**config.mk**
```make
export PLATFORM = sky130hd
export DESIGN_NAME = swts_ram
export DESIGN_NICKNAME = d
export VERILOG_FILES = /design/src/rtl/swts_ram.sv
export SDC_FILE = /design/constraint.sdc
export NUM_CORES = 1
export LEC_CHECK = 0
export BUFFER_PORTS_ARGS = -buffer_cell sky130_fd_sc_hd__buf_2
export CAP_MARGIN = 25
export CORE_MARGIN = 2
export CORE_UTILIZATION = 65
export DETAILED_ROUTE_END_ITERATION = 12
export HOLD_SLACK_MARGIN = 0.02
export PLACE_DENSITY_LB_ADDON = 0.25
export SLEW_MARGIN = 25
export SYNTH_ARGS = -nofsm -noshare
export SYNTH_HDL_FRONTEND = slang
export SYNTH_SLANG_ARGS = --single-unit
```
**constraint.sdc**
```tcl
create_clock -name clock -period 2.8 [get_ports clock]
set_input_delay 0.28 -clock clock [delete_from_list [all_inputs] [get_ports clock]]
set_output_delay 0.28 -clock clock [all_outputs]
set_load 0.01 [all_outputs]
```
**src/rtl/swts_ram.sv**
```systemverilog
// Generic simple dual-port RAM with one write port and one registered read port.
module swts_ram #(
   parameter int WIDTH = 8,
   parameter int DEPTH = 16,
   parameter int AW = (DEPTH > 1) ? $clog2(DEPTH) : 1
) (
   input  logic             clock,
   input  logic             wr_en,
   input  logic [AW-1:0]    wr_addr,
   input  logic [WIDTH-1:0] wr_data,
   input  logic             rd_en,
   input  logic [AW-1:0]    rd_addr,
   output logic [WIDTH-1:0] rd_data
);
   logic [WIDTH-1:0] mem [DEPTH];
   logic [WIDTH-1:0] rd_data_ff;

   always_ff @(posedge clock) begin
      if (wr_en) begin
         mem[wr_addr] <= wr_data;
      end
      if (rd_en) begin
         rd_data_ff <= mem[rd_addr];
      end
   end

   assign rd_data = rd_data_ff;
endmodule

```
==> results.json <==
{
  "wl_mm": 10.72,
  "maxCapViolations": 0,
  "final_cell_mix": "edfxtp_1 (136), buf_2 (26), mux4_2 (18)",
  "synth_seq_area_share_pct": 78.12,
  "arrival_ns": 1.85,
  "ant_nets": 0,
  "slew_headroom_pct": 42.32,
  "rsz0062_at_grt": "no",
  "final_layout_size_suffix_gt1_share_pct": 29.51,
  "synthDominantCellAreaShare_pct": 78.12,
  "crit_type": "primary input to flip-flop",
  "via_per_inst": 6.649,
  "cts_resized": 0,
  "timing.final.ws_setup_ns": 1.199,
  "ys_ff_latch": 136,
  "first_pass_iters": 4,
  "layout_commonest_cell": "edfxtp_1",
  "via_count": 2593,
  "synth_top_area_cell": "edfxtp_1",
  "worstPathMaxFanout": 22,
  "cts_root_buf": "clkbuf_8",
  "critical-path-slowest-cell": "mux4_1",
  "ctsLongestPathBuffers": 2,
  "area_delta_synth_final_pct": 15.63,
  "drv_slew": 0,
  "grt_pass1_vias": 2599,
  "leakage_nw": 2.038,
  "cts_buffers": 17,
  "synthCells": 229,
  "synth_area_per_cell_um2": 22.83,
  "yosysWarningCount": 0,
  "crit_chain": "buf_2 -> buf_12 -> mux4_1 -> a22oi_1 -> nand2_1",
  "ir_drop_mv": 0.5925,
  "cts.sinks": 136,
  "netSwitchingPower_mw": 0.9385,
  "fin_crit_sh_pct": 57.16,
  "drc_errors": 0,
  "pin_count": 27,
  "critPathRequiredTime_ns": 3.05,
  "design_area_um2": 6045,
  "setup_tns_ns": 0,
  "synth_nets": 248,
  "layoutNonFillerInstCount": 390,
  "wl_per_cell_um": 27.49,
  "power_frac_seq_pct": 50.5,
  "cts_tree": "yes",
  "design_power_total_mw": 4.571,
  "antenna_found_initial": 0,
  "holdBufCountCts": 0,
  "drt_iter0_markers": 391,
  "die_w_um": 93.68,
  "cts.clk_slew.worst_paths_ns": 0.06,
  "hold_viol": 0,
  "max_clock_freq_mhz": 624.8,
  "grt_max_degree": 33,
  "grt-ovfl-total": 0,
  "syn_area_um2": 5228,
  "dieHeight_um": 93.68,
  "status": "completed",
  "slowest_delay_ns": 0.63,
  "start_util_pct": 67.30,
  "pwr-share-comb_pct": 4.6,
  "track_usage_pct": 27.59,
  "htree_num_levels": 4,
  "post-cts-setup-buffer-count": 0,
  "globalplace.congestion": 0.7947,
  "core_um2": 7767,
  "n_antenna_cell": 0,
  "end_kind": "flip-flop",
  "hold_path_class": "primary input to flip-flop",
  "swShare_pct": 20.53,
  "worstSetupStartpointType": "primary input",
  "tightest_slew_ns": 0.8621,
  "die_area_um2": 8776,
  "regToRegSetupSlack_ns": 1.25,
  "insertion_delay_ns": 0.51,
  "dp_worst_setup_slack_ns": 0.7280,
  "grt_first_pass_wirelength_mm": 16.04,
  "p_int_mw": 3.633,
  "fin_skew_ns": 0.005310,
  "dpl.cell_count": 358,
  "synth.distinct_cells": 18,
  "fin_crit_ns": 1.601,
  "finalSetupViolCount": 0,
  "yosys-top-cells-area": "edfxtp_1 (78%), mux4_2 (7.8%), mux4_1 (7.0%), a22oi_1 (2.3%), nor2_1 (0.93%)",
  "fin_nets": 294,
  "post_dp_cell_area_um2": 5494,
  "rows": 32,
  "p_clk_share_pct": 44.9,
  "p_per_area_nw_per_um2": 756.3,
  "io_buffers": 26,
  "hpwl_mm": 5.928
}
==> routing by layer <==
metal	GRT usage [%]	part of all wire (%)	wire, µm
met5	0	0	0
met4	9.300	1.6	170
met3	6.100	7.4	789
met2	42.08	50	5383
met1	40.89	41	4378
==> power groups by stage <==
stage                     logic [mW]  registers (mW)  clock network, mW
after CTS                      0.211            2.31               2.07
after detailed placement       0.205            2.35                  0
after global placement         0.200            2.35                  0
after floorplan                0.116            2.35                  0
after global routing           0.226            2.31               2.16
final                          0.210            2.31               2.05
==> cells in the mapped netlist <==
library cell and count:
and2b_1 1, nor2_1 13, nor3_1 4, nor2b_1 1, buf_6 3, buf_4 1
a22oi_1 16, clkdlybuf4s25_2 3, edfxtp_1 136, nand2b_1 2, or3b_2 1, mux4_1 14
nand3_1 1, mux4_2 18, buf_2 3, nand2_1 9, and2_1 1, nand3b_1 2
==> through the flow <==
stage               utilization [%]  hold slack, ns
floorplan                         -          0.3789
global placement              70.73          0.6615
detailed placement            70.73          0.6641
CTS                           77.82          0.1254
global route                  77.82          0.1250
finish                        77.82          0.1452
==> state kept, by name, indices dropped and copies added (netlist names) <==
name,cells
mem,128
rd_data,8
==> worst max-delay path: cells and delay by family <==
family / cells / cell delay (ns)
mux: 1 / 0.63
simple gates: 1 / 0.09
compound gates: 1 / 0.23
buf+inv: 2 / 0.61
==> cell families (layout without fill, tap and decap cells) <==
family	after synthesis	count (layout)	share of synthesized area, %
mux	32	32	14.79
simple gates	35	35	3.136
flops	136	136	78.12
compound gates	16	16	2.298
buf+inv	10	69	1.651
==> path summary, 6_finish.rpt <==
path                   start    endpoint  cells past startpoint
setup reg to reg   mem[9][2]  rd_data[2]                      3
hold / removal         rd_en  rd_data[6]                      1
hold reg to reg    mem[4][2]  rd_data[2]                      3
setup / recovery  rd_addr[0]  rd_data[3]                      5
==> cell type report <==
| cell class | count | area, µm² |
|---|---|---|
| repair buffers | 37 | 225.2 |
| well taps | 102 | 127.6 |
| flip-flops and latches | 136 | 4084 |
| clock inverters | 14 | 132.6 |
| clock buffers | 18 | 417.9 |
| multi-input cells | 83 | 1057 |
| fillers | 389 | 1723 |
(Power assumes the default switching activity.)
